`src/hw/rtl/dhtd_pkg.sv`:
```
`default_nettype none
// ----------------------------------------------------------------------------
// dhtd_pkg
// Types and constants shared by the single-wire sensor edge timing decoder.
// ----------------------------------------------------------------------------
package dhtd_pkg;

    localparam int TIME_W   = 32;
    localparam int LIMIT_W  = 16;
    localparam int BYTE_W   = 8;
    localparam int STATUS_W = 3;
    localparam int CFG_IDX_W = 3;

    localparam int NUM_BYTES = 5;
    localparam logic [2:0] LAST_BYTE = 3'd4;
    localparam logic [2:0] TOP_BIT   = 3'd7;

    // Register reset values, in microseconds
    localparam logic [LIMIT_W-1:0] TIMEOUT_RST   = 16'd6000;
    localparam logic [LIMIT_W-1:0] GLITCH_RST    = 16'd25;
    localparam logic [LIMIT_W-1:0] RESP_LOW_RST  = 16'd125;
    localparam logic [LIMIT_W-1:0] RESP_HIGH_RST = 16'd190;
    localparam logic [LIMIT_W-1:0] SHORT_RST     = 16'd10;
    localparam logic [LIMIT_W-1:0] BIT_LOW_RST   = 16'd60;
    localparam logic [LIMIT_W-1:0] BIT_HIGH_RST  = 16'd155;
    localparam logic [LIMIT_W-1:0] ONE_THR_RST   = 16'd90;

    typedef enum logic [CFG_IDX_W-1:0] {
        CFG_TIMEOUT   = 3'd0,
        CFG_GLITCH    = 3'd1,
        CFG_RESP_LOW  = 3'd2,
        CFG_RESP_HIGH = 3'd3,
        CFG_SHORT     = 3'd4,
        CFG_BIT_LOW   = 3'd5,
        CFG_BIT_HIGH  = 3'd6,
        CFG_ONE_THR   = 3'd7
    } cfg_idx_t;

    typedef enum logic [STATUS_W-1:0] {
        ST_OK       = 3'd0,
        ST_NOTSTART = 3'd1,
        ST_TIMEOUT  = 3'd2,
        ST_SHORT    = 3'd3,
        ST_CHECKSUM = 3'd4
    } status_t;

    typedef enum logic [3:0] {
        PH_STOPPED  = 4'b0001,
        PH_RESPONSE = 4'b0010,
        PH_DATA     = 4'b0100,
        PH_ACQUIRED = 4'b1000
    } phase_t;

    // Classified request passed from the front to the execution stage
    typedef struct packed {
        logic              is_start;
        logic [TIME_W-1:0] time_us;
    } req_t;

    localparam int REQ_W = $bits(req_t);

    typedef struct packed {
        logic [BYTE_W-1:0]   temperature;
        logic [BYTE_W-1:0]   humidity;
        logic [STATUS_W-1:0] result_status;
        logic                finished;
        logic                busy_res;
        logic                start_refused;
    } res_t;

    localparam int RES_W   = $bits(res_t);
    localparam int TDATA_W = ((RES_W + 7) / 8) * 8;

endpackage

`default_nettype wire

```
`src/hw/rtl/dhtd_front.sv`:
```
`default_nettype none
// ----------------------------------------------------------------------------
// dhtd_front
// Input stage: accepts stream requests, tags them as start or edge and
// holds one classified request for the queue.
// ----------------------------------------------------------------------------
module dhtd_front (
    input  wire logic                 aclk,
    input  wire logic                 aresetn,
    input  wire logic                 s_tvalid,
    output logic                      s_tready,
    input  wire logic [31:0]          s_tdata,
    input  wire logic [0:0]           s_tuser,
    output logic                      req_valid,
    input  wire logic                 req_ready,
    output dhtd_pkg::req_t            req
);

    logic           valid_reg;
    logic           valid_next;
    dhtd_pkg::req_t req_reg;
    logic           take;

    assign s_tready = !valid_reg || req_ready;
    assign take     = s_tvalid && s_tready;

    always_comb begin
        valid_next = valid_reg;
        if (take) begin
            valid_next = 1'b1;
        end else if (req_ready) begin
            valid_next = 1'b0;
        end
    end

    always_ff @(posedge aclk) begin
        if (!aresetn) begin
            valid_reg <= 1'b0;
        end else begin
            valid_reg <= valid_next;
        end
    end

    // action 0 is a start request, 1 a falling edge
    always_ff @(posedge aclk) begin
        if (take) begin
            req_reg.is_start <= !s_tuser[0];
            req_reg.time_us  <= s_tdata;
        end
    end

    assign req_valid = valid_reg;
    assign req       = req_reg;

endmodule

`default_nettype wire

```
`src/hw/rtl/dhtd_queue.sv`:
```
`default_nettype none
// ----------------------------------------------------------------------------
// dhtd_queue
// Short FIFO of classified requests between the front and the execution
// stage, so each side can stall on its own.
// ----------------------------------------------------------------------------
module dhtd_queue #(
    parameter int DEPTH = 2
) (
    input  wire logic           aclk,
    input  wire logic           aresetn,
    input  wire logic           push_valid,
    output logic                push_ready,
    input  wire dhtd_pkg::req_t push_req,
    output logic                pop_valid,
    input  wire logic           pop_ready,
    output dhtd_pkg::req_t      pop_req
);

    localparam int PTR_W = (DEPTH > 1) ? $clog2(DEPTH) : 1;
    localparam int CNT_W = $clog2(DEPTH + 1);
    localparam logic [PTR_W-1:0] PTR_LAST = PTR_W'(DEPTH - 1);
    localparam logic [CNT_W-1:0] CNT_FULL = CNT_W'(DEPTH);

    dhtd_pkg::req_t   mem [DEPTH];
    logic [PTR_W-1:0] wr_ptr_reg, wr_ptr_next;
    logic [PTR_W-1:0] rd_ptr_reg, rd_ptr_next;
    logic [CNT_W-1:0] count_reg, count_next;
    logic             push, pop;

    assign push_ready = (count_reg != CNT_FULL);
    assign pop_valid  = (count_reg != '0);
    assign push       = push_valid && push_ready;
    assign pop        = pop_valid && pop_ready;
    assign pop_req    = mem[rd_ptr_reg];

    always_comb begin
        wr_ptr_next = wr_ptr_reg;
        rd_ptr_next = rd_ptr_reg;
        count_next  = count_reg;
        if (push) begin
            wr_ptr_next = (wr_ptr_reg == PTR_LAST) ? '0 : wr_ptr_reg + 1'b1;
        end
        if (pop) begin
            rd_ptr_next = (rd_ptr_reg == PTR_LAST) ? '0 : rd_ptr_reg + 1'b1;
        end
        if (push && !pop) begin
            count_next = count_reg + 1'b1;
        end else if (pop && !push) begin
            count_next = count_reg - 1'b1;
        end
    end

    always_ff @(posedge aclk) begin
        if (!aresetn) begin
            wr_ptr_reg <= '0;
            rd_ptr_reg <= '0;
            count_reg  <= '0;
        end else begin
            wr_ptr_reg <= wr_ptr_next;
            rd_ptr_reg <= rd_ptr_next;
            count_reg  <= count_next;
        end
    end

    always_ff @(posedge aclk) begin
        if (push) begin
            mem[wr_ptr_reg] <= push_req;
        end
    end

endmodule

`default_nettype wire

```
`src/hw/rtl/dhtd_exec.sv`:
```
`default_nettype none
// ----------------------------------------------------------------------------
// dhtd_exec
// Execution stage: holds the timing limits and the acquisition state,
// measures each edge gap, shifts in data bits and registers one result per
// request.
// ----------------------------------------------------------------------------
module dhtd_exec (
    input  wire logic                             aclk,
    input  wire logic                             aresetn,
    input  wire logic                             cfg_we,
    input  wire logic [dhtd_pkg::CFG_IDX_W-1:0]   cfg_addr,
    input  wire logic [dhtd_pkg::LIMIT_W-1:0]     cfg_wdata,
    input  wire logic                             req_valid,
    output logic                                  req_ready,
    input  wire dhtd_pkg::req_t                   req,
    output logic                                  res_valid,
    input  wire logic                             res_ready,
    output dhtd_pkg::res_t                        res
);

    localparam int TW = dhtd_pkg::TIME_W;
    localparam int LW = dhtd_pkg::LIMIT_W;
    localparam int BW = dhtd_pkg::BYTE_W;

    // Timing limits
    logic [LW-1:0] timeout_reg, glitch_reg, resp_low_reg, resp_high_reg;
    logic [LW-1:0] short_reg, bit_low_reg, bit_high_reg, one_thr_reg;

    always_ff @(posedge aclk) begin
        if (!aresetn) begin
            timeout_reg   <= dhtd_pkg::TIMEOUT_RST;
            glitch_reg    <= dhtd_pkg::GLITCH_RST;
            resp_low_reg  <= dhtd_pkg::RESP_LOW_RST;
            resp_high_reg <= dhtd_pkg::RESP_HIGH_RST;
            short_reg     <= dhtd_pkg::SHORT_RST;
            bit_low_reg   <= dhtd_pkg::BIT_LOW_RST;
            bit_high_reg  <= dhtd_pkg::BIT_HIGH_RST;
            one_thr_reg   <= dhtd_pkg::ONE_THR_RST;
        end else if (cfg_we) begin
            case (dhtd_pkg::cfg_idx_t'(cfg_addr))
                dhtd_pkg::CFG_TIMEOUT:   timeout_reg   <= cfg_wdata;
                dhtd_pkg::CFG_GLITCH:    glitch_reg    <= cfg_wdata;
                dhtd_pkg::CFG_RESP_LOW:  resp_low_reg  <= cfg_wdata;
                dhtd_pkg::CFG_RESP_HIGH: resp_high_reg <= cfg_wdata;
                dhtd_pkg::CFG_SHORT:     short_reg     <= cfg_wdata;
                dhtd_pkg::CFG_BIT_LOW:   bit_low_reg   <= cfg_wdata;
                dhtd_pkg::CFG_BIT_HIGH:  bit_high_reg  <= cfg_wdata;
                dhtd_pkg::CFG_ONE_THR:   one_thr_reg   <= cfg_wdata;
                default: ;
            endcase
        end
    end

    // Acquisition state
    dhtd_pkg::phase_t  phase_reg, phase_next;
    logic [TW-1:0]     last_time_reg, last_time_next;
    logic [BW-1:0]     bytes_reg [dhtd_pkg::NUM_BYTES];
    logic [BW-1:0]     bytes_next [dhtd_pkg::NUM_BYTES];
    logic [2:0]        bit_pos_reg, bit_pos_next;
    logic [2:0]        byte_idx_reg, byte_idx_next;
    dhtd_pkg::status_t status_reg, status_next;
    logic [BW-1:0]     hum_reg, hum_next;
    logic [BW-1:0]     temp_reg, temp_next;

    logic              out_valid_reg;
    dhtd_pkg::res_t    out_reg;

    logic              pop;
    logic [TW-1:0]     gap;
    logic [2:0]        idx_c;
    logic              bit_one;
    logic [BW-1:0]     sum8;
    logic              refused;
    logic              done;
    logic              active;

    assign req_ready = !out_valid_reg || res_ready;
    assign pop       = req_valid && req_ready;
    assign gap       = req.time_us - last_time_reg;
    assign active    = (phase_reg == dhtd_pkg::PH_RESPONSE) ||
                       (phase_reg == dhtd_pkg::PH_DATA);
    assign idx_c     = (byte_idx_reg < 3'(dhtd_pkg::NUM_BYTES)) ?
                       byte_idx_reg : dhtd_pkg::LAST_BYTE;
    assign bit_one   = gap > {{(TW-LW){1'b0}}, one_thr_reg};

    always_comb begin
        phase_next     = phase_reg;
        last_time_next = last_time_reg;
        bytes_next     = bytes_reg;
        bit_pos_next   = bit_pos_reg;
        byte_idx_next  = byte_idx_reg;
        status_next    = status_reg;
        hum_next       = hum_reg;
        temp_next      = temp_reg;
        refused        = 1'b0;
        done           = 1'b0;
        sum8           = '0;
        if (pop) begin
            if (req.is_start) begin
                if (!active) begin
                    phase_next     = dhtd_pkg::PH_RESPONSE;
                    last_time_next = req.time_us;
                    for (int i = 0; i < dhtd_pkg::NUM_BYTES; i++) begin
                        bytes_next[i] = '0;
                    end
                    bit_pos_next   = dhtd_pkg::TOP_BIT;
                    byte_idx_next  = '0;
                    hum_next       = '0;
                    temp_next      = '0;
                end else begin
                    refused = 1'b1;
                end
            end else if (active) begin
                last_time_next = req.time_us;
                if (gap > {{(TW-LW){1'b0}}, timeout_reg}) begin
                    status_next = dhtd_pkg::ST_TIMEOUT;
                    phase_next  = dhtd_pkg::PH_STOPPED;
                    done        = 1'b1;
                end else if (phase_reg == dhtd_pkg::PH_RESPONSE) begin
                    if (gap < {{(TW-LW){1'b0}}, glitch_reg}) begin
                        // glitch: keep measuring from the previous edge
                        last_time_next = last_time_reg;
                    end else if (gap > {{(TW-LW){1'b0}}, resp_low_reg} &&
                                 gap < {{(TW-LW){1'b0}}, resp_high_reg}) begin
                        phase_next = dhtd_pkg::PH_DATA;
                    end else begin
                        status_next = dhtd_pkg::ST_TIMEOUT;
                        phase_next  = dhtd_pkg::PH_STOPPED;
                        done        = 1'b1;
                    end
                end else begin
                    if (gap < {{(TW-LW){1'b0}}, short_reg}) begin
                        status_next = dhtd_pkg::ST_SHORT;
                        phase_next  = dhtd_pkg::PH_STOPPED;
                        done        = 1'b1;
                    end else if (gap > {{(TW-LW){1'b0}}, bit_low_reg} &&
                                 gap < {{(TW-LW){1'b0}}, bit_high_reg}) begin
                        for (int i = 0; i < dhtd_pkg::NUM_BYTES; i++) begin
                            if (bit_one && (idx_c == 3'(i))) begin
                                bytes_next[i] = bytes_reg[i] | (BW'(1) << bit_pos_reg);
                            end
                        end
                        if (bit_pos_reg != '0) begin
                            bit_pos_next = bit_pos_reg - 1'b1;
                        end else begin
                            bit_pos_next = dhtd_pkg::TOP_BIT;
                            if (idx_c < dhtd_pkg::LAST_BYTE) begin
                                byte_idx_next = idx_c + 1'b1;
                            end else begin
                                // last bit: latch readings and verify checksum
                                hum_next  = bytes_next[0];
                                temp_next = bytes_next[2];
                                sum8      = BW'(bytes_next[0] + bytes_next[2]);
                                done      = 1'b1;
                                if (bytes_next[4] == sum8) begin
                                    status_next = dhtd_pkg::ST_OK;
                                    phase_next  = dhtd_pkg::PH_ACQUIRED;
                                end else begin
                                    status_next = dhtd_pkg::ST_CHECKSUM;
                                    phase_next  = dhtd_pkg::PH_STOPPED;
                                end
                            end
                        end
                    end else begin
                        status_next = dhtd_pkg::ST_TIMEOUT;
                        phase_next  = dhtd_pkg::PH_STOPPED;
                        done        = 1'b1;
                    end
                end
            end
        end
    end

    always_ff @(posedge aclk) begin
        if (!aresetn) begin
            phase_reg     <= dhtd_pkg::PH_STOPPED;
            last_time_reg <= '0;
            for (int i = 0; i < dhtd_pkg::NUM_BYTES; i++) begin
                bytes_reg[i] <= '0;
            end
            bit_pos_reg   <= dhtd_pkg::TOP_BIT;
            byte_idx_reg  <= '0;
            status_reg    <= dhtd_pkg::ST_NOTSTART;
            hum_reg       <= '0;
            temp_reg      <= '0;
            out_valid_reg <= 1'b0;
        end else begin
            phase_reg     <= phase_next;
            last_time_reg <= last_time_next;
            bytes_reg     <= bytes_next;
            bit_pos_reg   <= bit_pos_next;
            byte_idx_reg  <= byte_idx_next;
            status_reg    <= status_next;
            hum_reg       <= hum_next;
            temp_reg      <= temp_next;
            if (pop) begin
                out_valid_reg <= 1'b1;
            end else if (res_ready) begin
                out_valid_reg <= 1'b0;
            end
        end
    end

    always_ff @(posedge aclk) begin
        if (pop) begin
            out_reg.start_refused <= refused;
            out_reg.busy_res      <= (phase_next == dhtd_pkg::PH_RESPONSE) ||
                                     (phase_next == dhtd_pkg::PH_DATA);
            out_reg.finished      <= done;
            out_reg.result_status <= status_next;
            out_reg.humidity      <= hum_next;
            out_reg.temperature   <= temp_next;
        end
    end

    assign res_valid = out_valid_reg;
    assign res       = out_reg;

endmodule

`default_nettype wire

```
`src/hw/rtl/dht11_edge_timing_decoder_core.sv`:
```
`default_nettype none
// ----------------------------------------------------------------------------
// dht11_edge_timing_decoder_core
// Decodes a single-wire humidity/temperature sensor reply from timestamped
// falling edges and start requests.
// ----------------------------------------------------------------------------
// Every request gives exactly one result. The block sustains one request per
// clock while the result side is ready. On the fastest path a request passes
// the input register, the request queue and the result register, and the
// result can be taken at the following edge. The execution stage sets the
// rate: it does the gap subtract, the limit compares and the bit insert for a
// request in the logic ahead of the result register. A queue of QUEUE_DEPTH
// requests sits between the input register and the execution stage, so input
// and output stall independently. The user must write limits through the cfg
// port only while no request is in flight; the block does not enforce this.
// ----------------------------------------------------------------------------
module dht11_edge_timing_decoder_core #(
    parameter int QUEUE_DEPTH = 2
) (
    input  wire logic                                aclk,
    input  wire logic                                aresetn,
    // Configuration
    input  wire logic                                cfg_we,
    input  wire logic [dhtd_pkg::CFG_IDX_W-1:0]      cfg_addr,
    input  wire logic [dhtd_pkg::LIMIT_W-1:0]        cfg_wdata,
    // Requests
    input  wire logic                                s_tvalid,
    output logic                                     s_tready,
    input  wire logic [31:0]                         s_tdata,   // [31:0] time_us
    input  wire logic [0:0]                          s_tuser,   // [0] action
    // Results
    output logic                                     m_tvalid,
    input  wire logic                                m_tready,
    // [0] start_refused, [1] busy_res, [2] finished, [5:3] result_status,
    // [13:6] humidity, [21:14] temperature, upper bits zero
    output logic [dhtd_pkg::TDATA_W-1:0]             m_tdata
);

    logic           fr_valid, fr_ready;
    dhtd_pkg::req_t fr_req;
    logic           q_valid, q_ready;
    dhtd_pkg::req_t q_req;
    dhtd_pkg::res_t res;

    dhtd_front u_front (
        .aclk      (aclk),
        .aresetn   (aresetn),
        .s_tvalid  (s_tvalid),
        .s_tready  (s_tready),
        .s_tdata   (s_tdata),
        .s_tuser   (s_tuser),
        .req_valid (fr_valid),
        .req_ready (fr_ready),
        .req       (fr_req)
    );

    dhtd_queue #(
        .DEPTH (QUEUE_DEPTH)
    ) u_queue (
        .aclk       (aclk),
        .aresetn    (aresetn),
        .push_valid (fr_valid),
        .push_ready (fr_ready),
        .push_req   (fr_req),
        .pop_valid  (q_valid),
        .pop_ready  (q_ready),
        .pop_req    (q_req)
    );

    dhtd_exec u_exec (
        .aclk      (aclk),
        .aresetn   (aresetn),
        .cfg_we    (cfg_we),
        .cfg_addr  (cfg_addr),
        .cfg_wdata (cfg_wdata),
        .req_valid (q_valid),
        .req_ready (q_ready),
        .req       (q_req),
        .res_valid (m_tvalid),
        .res_ready (m_tready),
        .res       (res)
    );

    assign m_tdata = {{(dhtd_pkg::TDATA_W - dhtd_pkg::RES_W){1'b0}}, res};

    // A finished acquisition is never reported as still busy
    a_finished_not_busy: assert property (@(posedge aclk) disable iff (!aresetn)
        m_tvalid && m_tdata[2] |-> !m_tdata[1])
        else $error("finished result reports busy");

    // A refused start only happens mid-acquisition and ends nothing
    a_refused_busy: assert property (@(posedge aclk) disable iff (!aresetn)
        m_tvalid && m_tdata[0] |-> m_tdata[1] && !m_tdata[2])
        else $error("refused start outside an acquisition");

    // The result status is always one of the defined codes
    a_status_range: assert property (@(posedge aclk) disable iff (!aresetn)
        m_tvalid |-> (m_tdata[5:3] == dhtd_pkg::ST_OK ||
                      m_tdata[5:3] == dhtd_pkg::ST_NOTSTART ||
                      m_tdata[5:3] == dhtd_pkg::ST_TIMEOUT ||
                      m_tdata[5:3] == dhtd_pkg::ST_SHORT ||
                      m_tdata[5:3] == dhtd_pkg::ST_CHECKSUM))
        else $error("result status out of range");

    // A request held by the front is not lost while the queue is full
    a_front_hold: assert property (@(posedge aclk) disable iff (!aresetn)
        fr_valid && !fr_ready |=> fr_valid && $stable(fr_req))
        else $error("front dropped a stalled request");

endmodule

`default_nettype wire

```
`config.mk`:
```
export PLATFORM = sky130hd
export DESIGN_NAME = dht11_edge_timing_decoder_core
export DESIGN_NICKNAME = d
export VERILOG_FILES = /design/src/hw/rtl/dhtd_pkg.sv /design/src/hw/rtl/dhtd_front.sv /design/src/hw/rtl/dhtd_queue.sv /design/src/hw/rtl/dhtd_exec.sv /design/src/hw/rtl/dht11_edge_timing_decoder_core.sv
export SDC_FILE = /design/constraint.sdc
export NUM_CORES = 1
export LEC_CHECK = 0
export ABC_AREA = 1
export BUFFER_PORTS_ARGS = -buffer_cell sky130_fd_sc_hd__clkbuf_2
export CAP_MARGIN = 20
export CORE_UTILIZATION = 30
export DETAILED_ROUTE_END_ITERATION = 8
export GPL_TIMING_DRIVEN = 0
export SLEW_MARGIN = 20
export SYNTH_ARGS = -nofsm -noshare
export SYNTH_HDL_FRONTEND = slang
export SYNTH_SLANG_ARGS = --single-unit
```
`constraint.sdc`:
```
create_clock -name aclk -period 12.8 [get_ports aclk]
set_clock_uncertainty 0.1 [all_clocks]
set_input_delay 0.64 -clock aclk [delete_from_list [all_inputs] [get_ports aclk]]
set_output_delay 0.64 -clock aclk [all_outputs]
set_load 0.1 [all_outputs]
```
== Yosys cells after proc, flatten, opt, wreduce, memory -nomap -nowiden ==
Memory sizes are Yosys's and may differ from the RTL's. A register that Yosys moved wholly into a read port is not among the register bits.
Index checks and enable logic that the tools add are counted.
Word-level totals
  ROM bits: 0
  input port bits: 57
  bits in latches: 0
  bits in registers: 290
  word-level logic and storage cells: 252
  memories kept: 1
  output and inout bits: 26
  RAM bits: 66
Memories
  u_queue.mem: depth 2, bits a word 33, rd ports 1, clocked after memory_dff 1, wr ports 1, line dhtd_queue.sv:25  | dhtd_pkg::req_t mem [DEPTH];
Operators by class
  multiply operators: 0
  div/mod/pow operators: 0
  multiplexer cells: 123
  reduce and logical (&&, ||, !) cells: 47
  order comparisons: 10
  bitwise logic cells: 6
  shifts and indexed selects: 1
  add/subtract/negate cells: 8
  equality and inequality tests: 23
Operator list (number)
  2-to-1 mux 8 bit: 46
  2-to-1 mux 40 bit: 7
  2-to-1 mux 32 bit: 6
  > comparator 32 x 16 -> 1 bit: 4
  < comparator 32 x 16 -> 1 bit: 4
  2-to-1 mux 3 bit: 31
  2-to-1 mux 4 bit: 12
  bitwise OR 8 bit: 5
  subtractor 32 bit: 1
  2-to-1 mux 1 bit: 19
  nonzero test 2 bit: 9
  AND reduction 2 bit: 8
  AND reduction 8 bit: 2
  equality test 3 bit (second input constant): 5
  equality test 3 x 2 -> 1 bit (second input constant): 4
  logical AND 1 bit: 12
  inequality test 2 bit (second input constant): 6
  AND reduction 9 bit: 1
  adder 8 bit: 1
  equality test 4 x 2 -> 1 bit (second input constant): 2
  equality test 4 x 3 -> 1 bit (second input constant): 2
  equality test 8 bit: 1
  left shift 1 x 3 -> 8 bit (first input constant): 1
  AND reduction 7 bit: 1
  other kinds (16): 28

== Logic depth before layout (Yosys ltp) ==
Gate-level depths: netlist (run 1).
  word-level depth: 26
  depth in mapped cells: 46
  gate-level depth less buffers: 44

== Cells and area by module ==
A second synthesis (run 1) with hierarchy kept.
Unflattened totals
  cell total of the unflattened synthesis: 2364
  area, all modules: 19129.6 µm²
Modules (own cells, without submodules)
  dhtd_exec: cells an instance 2180, sequential area each 4944.7 µm², instances 1, area an instance 15287.2 µm²
  dhtd_queue: cells an instance 140, sequential area each 2082.0 µm², instances 1, area an instance 2777.7 µm²
  dhtd_front: cells an instance 41, sequential area each 1011.0 µm², instances 1, area an instance 1046.0 µm²
  dht11_edge_timing_decoder_core: cells an instance 3, sequential area each 0.0 µm², instances 1, area an instance 18.8 µm²

== Worst setup path before layout (run 1) ==
No wires, ideal clock.
  kind: register to register
  start point: register with a tool-made name
  end point: register u_exec.out_reg, in the netlist u_exec.res[1], data pin
  clock period less this slack: 5833 ps
  data required time: 12446 ps
  cell stages (with the launch flop): 43
  setup time: 254 ps
  arrival: 5480 ps
  path slack: 6967 ps
  buffers on the path: 3
  cells stage by stage: dfxtp_1 clkbuf_1 clkbuf_1 mux2i_1 ha_1 fa_1 inv_1 nand2_1 nand2_1 and2_1 nand2_1 nand3_2 xor2_1 ha_1 nand4_1 inv_1 nand4_1 o32ai_1 [7 not listed] a21oi_1 inv_1 a21oi_1 nor2_1 nor2_1 nor2_1 nor2_1 inv_1 nand3_1 nand2_1 inv_1 nand2_1 nand2_1 nand4_1 nand2_1 nand2_1 nand2_1 nor2_1
RTL lines
  to (decl): line dhtd_exec.sv:67  | dhtd_pkg::res_t out_reg;

==> summary.txt, run 1 <==
Global-route wire length before repair = 78900 µm
Status = complete, no violations
Worst hold path class = in -> reg
Met1 usage = 20.8%
Die X = 254 µm
Crit path DAT = 8230 ps
Crit-path slowest cell = xor2_1
Area of the mapped netlist = 0.0191 mm²
Num Clock Sinks = 341
Main synth FF type = dfxtp_1
CTS Buf Count = 40
Hpwl dp = 37600 µm
Placer Congestion = 0.900
Grt ovf = 0
Die Ht = 254 µm
Critical path's largest stage delay = 900 ps
GR Util met2 = 25.3%
Max Root-Sink Buffers = 3
Combinational power share = 61.5%
Diodes inserted = 0
Worst endpoint required time = 13010 ps
Mapped Cells = 2444
FF-to-FF End = u_exec.res[1]
Hold WS = 146 ps
WL final = 49200 µm
Fmax achieved = 125 MHz
Fin Setup TNS = 0 ps
Cts hold-fix bufs = 0
CP Launch Type = flip-flop
Power Internal = 0.00329 W
Met3 global-route usage = 2.09%
Multi-input logic area = 0.00919 mm²
Slew @ Worst Pin = 1160 ps
CTS clk-pin slew, worst paths = 60 ps
Synth unique cells = 60
Max-cap violations = 0
Post-route ant nets = 0
P&R area growth vs syn = 15.1%
Max FFs per register = 66
CTS H-tree lvls = 2
Layout cells sized above 1 = 9.10%
Drt wl/cell = 14.3 µm
Worst Setup EP = u_exec.res[1]
R2R Setup Slk = 4780 ps
Post-synth ARST share = 0%
Initial Util = 30.4%
CTS tree = yes
Placeable Area = 0.0630 mm²
Vias in the first global route = 15200
Power share of the sequential group = 20.6%
Net switching fraction of the power = 49.0%
NetSw = 0.00316 W
Power Total = 0.00645 W
Final-report setup violation count = 0
Most frequent cell on the critical path = nand2_1
Average cell area after synthesis = 7.82 µm²
Initial antenna violation count = 0
DRC viols = 0
Unrepaired setup endpoints after global routing = false
Largest net degree at the start of global routing = 34
Final Hold Fails = 0
Layer carrying the most global-route usage = met2
Final Critical Period = 8020 ps
Drt first pass iters = 6
Clock share of power = 17.9%
Peak VDD IR = 159 µV
Max FO, Critical Path = 10
Number of enable flip-flop cells after synthesis = 121
Slew headroom = 22.4%
Fillers = 6662
Yosys reg bits = 341
Post-CTS setup buffers = 0
Mean number of vias per cell = 4.57
Die ar. = 0.0647 mm²
Sequential Area = 0.00804 mm²
Root buffer cell = clkbuf_16
DRT iter0 DRCs = 863
Pwr/cell area = 293 mW/mm²
Yosys warns = 0
# IOs = 83
IO Port Bufs = 76
# resized after CTS = 0
Tot GR Track Use = 15.4%
Worst-Skew Late Latency = 570 ps
Tcrit/Tclk final = 62.7%
Routed vias = 15700
Row count = 92
Sequential fraction of the synthesis area = 42.1%
Slew Viols, Final = 0
Leak pwr = 10.0 nW
Worst Setup Path Type = reg -> reg
FF-to-FF path depth = 41
Nets@finish = 2801
Critical path endpoint category = flip-flop
## cell type report
| type | count | share of cell area, % |
|---|---|---|
| Sequential cell | 341 | 36.5 |
| Multi-Input combinational cell | 1609 | 41.8 |
| Inverter | 422 | 7.20 |
| Tap cell | 846 | 4.81 |
| Timing Repair Buffer | 79 | 2.04 |
| Clock inverter | 15 | 0.762 |
| Buffer | 73 | 1.64 |
| Clock buffer | 55 | 5.23 |
## synthesized netlist by cell type, types with 16 or more instances
cell / count / area share, %
nand2_1: 566 / 11
inv_1: 406 / 8.0
a21oi_1: 245 / 6.4
dfxtp_1: 220 / 23
ha_1: 176 / 12
o21ai_0: 148 / 3.9
nor2_1: 141 / 2.8
edfxtp_1: 121 / 19
nand3_1: 90 / 2.4
clkbuf_1: 53 / 1.0
o211ai_1: 38 / 1.5
nand4_1: 24 / 0.79
o21ai_1: 21 / 0.55
xor2_1: 18 / 0.82
inv_2: 16 / 0.31
o21bai_1: 16 / 0.63
## metrics by stage
| step | cells | setup WS, ps | util, % | cell area (µm²) |
|---|---|---|---|---|
| final | 3440 | 4780 | 34.9 | 22000 |
| after global routing | 3440 | 4130 | 34.9 | 22000 |
| after global placement | 3367 | 4560 | 32.6 | 20600 |
| after floorplan | 2445 | 6970 | - | 19100 |
| after detailed placement | 3370 | 4790 | 32.8 | 20700 |
| after CTS | 3440 | 4760 | 34.9 | 22000 |
## cell usage in the layout (no fill, tap or decap), types with 3 or more instances in the layout
cell and count:
a211oi_1 8, a211oi_2 13, a21oi_1 244, a31oi_1 5, and2_1 6, buf_2 5
buf_4 4, buf_6 7, bufinv_16 3, clkbuf_1 61, clkbuf_16 42, clkbuf_2 77
clkbuf_8 5, clkinv_2 8, dfxtp_1 220, edfxtp_1 121, ha_1 176, inv_1 405
inv_2 17, nand2_1 566, nand2_2 10, nand3_1 90, nand3_2 5, nand3b_1 7
nand4_1 24, nor2_1 139, nor2_2 13, nor2_4 3, nor3_1 12, o211ai_1 38
o21a_1 5, o21ai_0 148, o21ai_1 21, o21bai_1 16, o31ai_1 3, xor2_1 15
xor2_2 3
## how the worst min path moves through the flow
stage,start,end,slack (ps),depth (start not counted)
floorplan,u_front.req[0],u_queue.mem[0][0],320,0
global placement,u_front.req[12],u_queue.mem[1][12],320,0
detailed placement,u_front.req[11],u_queue.mem[0][11],330,0
CTS,s_tdata[11],u_front.req[11],120,1
global route,s_tdata[4],u_front.req[4],130,1
finish,s_tdata[4],u_front.req[4],150,1
## worst max-delay path, delay by kind of cell (launching register included)
family,cells,cell delay [ps]
buffers and inverters,9,1630
AOI/OAI and AO/OA,5,1000
and+or+nand+nor,21,1990
xor gates and xnor gates,1,900
muxes,1,550
DFF,1,300
adders and majority gates,4,1290
## layer usage
layer,share of wire [%],vias up
li1,-,8237
met4,2.7,0
met3,4.4,68
met5,0,-
met2,45,258
met1,48,7170
## kinds of logic after synthesis
| kind of cell | Yosys count | synth area share, % |
|---|---|---|
| simple gates | 892 | 19.8 |
| compound gates | 515 | 15.2 |
| buf+inv | 495 | 10.2 |
| flops | 341 | 42.1 |
| fa+ha+maj | 178 | 11.7 |
| xor+xnor | 20 | 0.916 |
| mux | 2 | 0.105 |
| other cells | 1 | 0.0196 |
## power groups by stage
stage	logic [W]	registers (W)	clock network [W]
final	0.00396	0.00133	0.00116
after global routing	0.00456	0.00134	0.00122
after CTS	0.00397	0.00133	0.00118
after detailed placement	0.00395	0.00135	0
after global placement	0.00387	0.00135	0
after floorplan	0.00273	0.00155	0
Power figures use the tool's default switching activity.
==> run 2: changes to the inputs <==
Clock period 12.8 ns to 8.3 ns, I/O delays scaled along.
==> summary.txt, run 2 (synthesis results as in run 1) <==
Status = complete, no violations
Slew headroom = 27.2% (+4.8 points)
Max FFs per register = 66 (unchanged)
Hpwl dp = 37600 µm (unchanged)
Placeable Area = 0.0630 mm² (unchanged)
Max-cap violations = 0 (unchanged)
Crit-path slowest cell = dfxtp_1
WL final = 49400 µm (+0.42%)
Slew @ Worst Pin = 1090 ps (-71.9 ps)
Post-Place Cells = 3370 (unchanged)
Worst-Skew Late Latency = 570 ps (about the same)
Diodes inserted = 0 (unchanged)
Die X = 254 µm (unchanged)
Max FO, Critical Path = 10 (unchanged)
CTS Buf Count = 40 (unchanged)
Nets@finish = 2833 (+1.1%)
Final Hold Fails = 0 (unchanged)
# IOs = 83 (unchanged)
Max Root-Sink Buffers = 3 (unchanged)
Mean number of vias per cell = 4.57 (-0.10%)
Worst hold path class = in -> reg
IO Port Bufs = 76 (unchanged)
Drt first pass iters = 5 (-1)
Post-route ant nets = 0 (unchanged)
Crit path DAT = 7800 ps (-430 ps)
CTS clk-pin slew, worst paths = 60 ps (about the same)
Drt wl/cell = 14.2 µm (-0.51%)
Layout cells sized above 1 = 9.25% (+0.16 points)
Most frequent cell on the critical path = nand2_1
Initial Util = 30.4% (unchanged)
Tcrit/Tclk final = 91.4% (+29 points)
Unrepaired setup endpoints after global routing = false
Global-route wire length before repair = 79200 µm (+0.36%)
Setup ws final = 712 ps (-4070 ps)
Commonest non-fill, non-tap cell in the layout = nand2_1
Peak VDD IR = 204 µV (+28%)
Critical path's largest stage delay = 660 ps (-240 ps)
Worst Setup Slack post-DPL = 293 ps (-4500 ps)
DRC viols = 0 (unchanged)
Num Clock Sinks = 341 (unchanged)
Leak pwr = 10.2 nW (+1.5%)
Final-report setup violation count = 0 (unchanged)
Pwr/cell area = 448 mW/mm² (+53%)
Row count = 92 (unchanged)
Slew Viols, Final = 0 (unchanged)
Routed vias = 15900 (+0.83%)
Non-Filler Instances = 3472 (+0.93%)
Die Ht = 254 µm (unchanged)
Fmax achieved = 132 MHz (+5.7%)
CTS H-tree lvls = 2 (unchanged)
Die ar. = 0.0647 mm² (unchanged)
Final Critical Period = 7590 ps (-433 ps)
R2R Setup Slk = 710 ps (-4070 ps)
Critical path endpoint category = flip-flop
Most frequent cells in the layout = 566 x nand2_1, 405 x inv_1, 244 x a21oi_1, 220 x dfxtp_1, 176 x ha_1
CP Launch Type = flip-flop
Placer Congestion = 0.900 (unchanged)
Initial antenna violation count = 0 (unchanged)
Largest net degree at the start of global routing = 34 (unchanged)
Post-CTS setup buffers = 0 (unchanged)
P&R area growth vs syn = 17.2%
FF-to-FF path depth = 40 (-2.4%)
Fin Setup TNS = 0 ps (unchanged)
Vias in the first global route = 15300 (+0.81%)
DRT iter0 DRCs = 842 (-2.4%)
Worst endpoint required time = 8510 ps (-4500 ps)
CTS tree = yes
Root buffer cell = clkbuf_16
Worst hold stages = 3 (+2)
Grt ovf = 0 (unchanged)
Tot GR Track Use = 15.4% (+0.035 points)
Worst Setup Path Type = reg -> reg
==> run 2: layout make-up <==
cell class	instances	area (µm²)
timing repair buffer	112	778
sequential	341	8040
buffer	72	357
tap	846	1060
fill	6631	40600
clock inverter	15	168
inverter	422	1580
multi-input combinational	1609	9280
clock buffer	55	1150
==> run 2: metrics by stage <==
| stage | hold WS (ps) | power, W | util [%] | area [µm²] |
|---|---|---|---|---|
| after floorplan | 321 | 0.00660 | - | 19100 |
| after global placement | 325 | 0.00805 | 32.6 | 20600 |
| after detailed placement | 330 | 0.00817 | 32.8 | 20700 |
| after CTS | 95.7 | 0.0100 | 35.4 | 22300 |
| after global routing | 128 | 0.0111 | 35.6 | 22400 |
| final | 92.3 | 0.0100 | 35.6 | 22400 |
==> run 2: critical path, delay by kind of cell (launching register included) <==
family | cells | cell delay, ps
AO/OA/AOI/OAI | 5 | 1010
flip-flops | 1 | 660
buffers and inverters | 8 | 1120
multiplexers | 1 | 550
AND/OR/NAND/NOR | 21 | 2040
XOR/XNOR | 1 | 610
adder cells (fa/ha/maj) | 4 | 1250
==> run 2: repair_timing <==
item | in CTS | in global routing
endpoints found under the hold margin | 33 | 0
hold buffers | 33 | 0
endpoints found under the setup margin | 0 | 5
gates resized for setup | 0 | 10
==> run 2: final timing paths <==
| kind | startpoint | endpoint |
|---|---|---|
| max | flip-flop | u_exec.res[1] |
| min | s_tvalid | u_front.req_valid |
| max reg2reg | flip-flop | u_exec.res[1] |
| min reg2reg | u_front.req[0] | u_queue.mem[0][0] |
==> run 2: report_power, final <==
part / switching, W / internal (W)
clock network: 0.000718 / 0.00106
registers: 0.0000827 / 0.00197
logic: 0.00412 / 0.00209
==> run 2: metal layers <==
layer	track usage [%]	wire length (µm)	share of wire (%)	vias to the layer above
li1	-	-	-	8306
met1	20.8	23600	48	7201
met2	25.4	22300	45	288
met3	2.09	2200	4.4	68
met4	4.89	1320	2.7	0
met5	0	0	0	-
==> run 3: changes to the inputs <==
Settings changed: CTS_CLUSTER_DIAMETER set to 200.
Clock period 8.3 ns to 8.4 ns, I/O delays scaled along.
==> summary.txt, run 3 (synthesis results as in run 1) <==
Root buffer cell = clkbuf_16
Final Critical Period = 7760 ps (+176 ps)
Post-route ant nets = 0 (unchanged)
Grt ovf = 0 (unchanged)
Top sig layer = met4
Multi-input logic area = 0.00928 mm² (unchanged)
Crit path DAT = 7980 ps (+180 ps)
Max Root-Sink Buffers = 3 (unchanged)
Worst endpoint required time = 8610 ps (+100 ps)
Fin Setup TNS = 0 ps (unchanged)
Wl on met1 = 23700 µm (+0.28%)
Placer Congestion = 0.900 (unchanged)
P&R area growth vs syn = 17.3% (about the same)
Drt wl/cell = 14.2 µm (about the same)
Max-cap violations = 0 (unchanged)
Critical path's largest stage delay = 600 ps (-60 ps)
Tot GR Track Use = 15.4% (unchanged)
DRC viols = 0 (unchanged)
Placed Instance Area = 0.0207 mm² (unchanged)
Commonest non-fill, non-tap cell in the layout = nand2_1
Routed length on met3 = 2170 µm (-1.5%)
CTS H-tree lvls = 2 (unchanged)
Leak pwr = 10.2 nW (about the same)
Die X = 254 µm (unchanged)
Sequential Area = 0.00804 mm² (unchanged)
Worst Setup Path Type = reg -> reg
Most frequent cells in the layout = 566 x nand2_1, 405 x inv_1, 244 x a21oi_1, 220 x dfxtp_1, 176 x ha_1
Mean number of vias per cell = 4.57 (about the same)
CP Launch Type = flip-flop
Die Ht = 254 µm (unchanged)
Status = complete, no violations
Initial antenna violation count = 0 (unchanged)
Fillers = 6633 (+0.030%)
Final instance area = 0.0224 mm² (about the same)
Diodes inserted = 0 (unchanged)
CTS tree = yes
Fmax achieved = 129 MHz (-2.3%)
Final Util = 35.6% (about the same)
Initial Util = 30.4% (unchanged)
DRT iter0 DRCs = 865 (+2.7%)
Unrepaired setup endpoints after global routing = false
Crit-path slowest cell = xor2_2
Slew @ Worst Pin = 1060 ps (-24.2 ps)
Pwr/cell area = 443 mW/mm² (-1.1%)
Routed vias = 15900 (+0.12%)
Critical path endpoint category = flip-flop
Global-route wire length before repair = 79200 µm (unchanged)
IO Port Bufs = 76 (unchanged)
Vias in the first global route = 15300 (unchanged)
Num Clock Sinks = 341 (unchanged)
Placeable Area = 0.0630 mm² (unchanged)
Hpwl dp = 37600 µm (unchanged)
Most frequent cell on the critical path = nand2_1
Worst-Skew Late Latency = 570 ps (about the same)
Met2 wire len = 22300 µm (-0.12%)
Nets@finish = 2834 (+0.035%)
Slew headroom = 28.8% (+1.6 points)
# IOs = 83 (unchanged)
WL final = 49400 µm (about the same)
Slew Viols, Final = 0 (unchanged)
Final-report setup violation count = 0 (unchanged)
Max FO, Critical Path = 10 (unchanged)
Tcrit/Tclk final = 92.4% (+1.0 points)
CTS clk-pin slew, worst paths = 60 ps (about the same)
Die ar. = 0.0647 mm² (unchanged)
Row count = 92 (unchanged)
Peak VDD IR = 199 µV (-2.2%)
Max FFs per register = 66 (unchanged)
Layout cells sized above 1 = 9.25% (about the same)
Largest net degree at the start of global routing = 34 (unchanged)
Worst hold path class = in -> reg
Final Hold Fails = 0 (unchanged)
CTS Buf Count = 40 (unchanged)
Drt first pass iters = 5 (unchanged)
run 3: cell count changes in the layout (fill, tap and decap cells not counted):
cell	previous run	this run
clkbuf_1	60	61
run 3: power breakdown:
group,internal [W],switching [W],leakage (nW)
clock network,0.00105,0.000709,0.654
logic,0.00206,0.00408,6.60
registers,0.00195,0.0000719,2.93
run 3: final timing paths:
kind / end / start / slack (ps) / cells past startpoint
min reg2reg: u_queue.mem[0][0] / u_front.req[0] / 320 / 0
max reg2reg: u_exec.res[1] / flip-flop / 640 / 41
max: u_exec.res[1] / flip-flop / 640 / 41
min: u_front.req_valid / s_tvalid / 100 / 3
run 3: critical path: cells and delay by family, from the launching register on:
kind / cells / cell delay [ps]
AOI/OAI and AO/OA: 5 / 1020
xor gates and xnor gates: 1 / 600
adders and majority gates: 4 / 1260
buffers and inverters: 9 / 1610
DFF: 1 / 310
muxes: 1 / 560
and+or+nand+nor: 21 / 2030
run 3: area by class of cell:
class                   count  area share, %
clock buffers              55           5.13
multi-input cells        1609           41.4
well taps                 846           4.72
clock inverters            15          0.748
inverters                 422           7.07
plain buffers              73           1.61
flip-flops and latches    341           35.9
repair buffers            112           3.47
run 3: what timing repair did:
item / in CTS / in global routing
setup endpoints to repair: 0 / 5
hold buffers: 33 / 0
setup buffers: 0 / 0
hold endpoints to repair: 33 / 0
gates resized for setup: 0 / 10
run 3: through the flow:
step | std cells | hold WS [ps] | power [W] | setup slack (ps)
finish | 3473 | 96.6 | 0.00993 | 637
global route | 3473 | 133 | 0.0110 | 8.90
CTS | 3473 | 101 | 0.00989 | 363
detailed placement | 3370 | 330 | 0.00808 | 393
global placement | 3367 | 325 | 0.00796 | 160
floorplan | 2445 | 321 | 0.00652 | 2570
run 3: per-layer routing:
metal | global-route usage [%] | vias to the layer above
met5 | 0 | -
met4 | 4.89 | 0
met3 | 2.09 | 68
met2 | 25.4 | 276
met1 | 20.8 | 7235
li1 | - | 8303
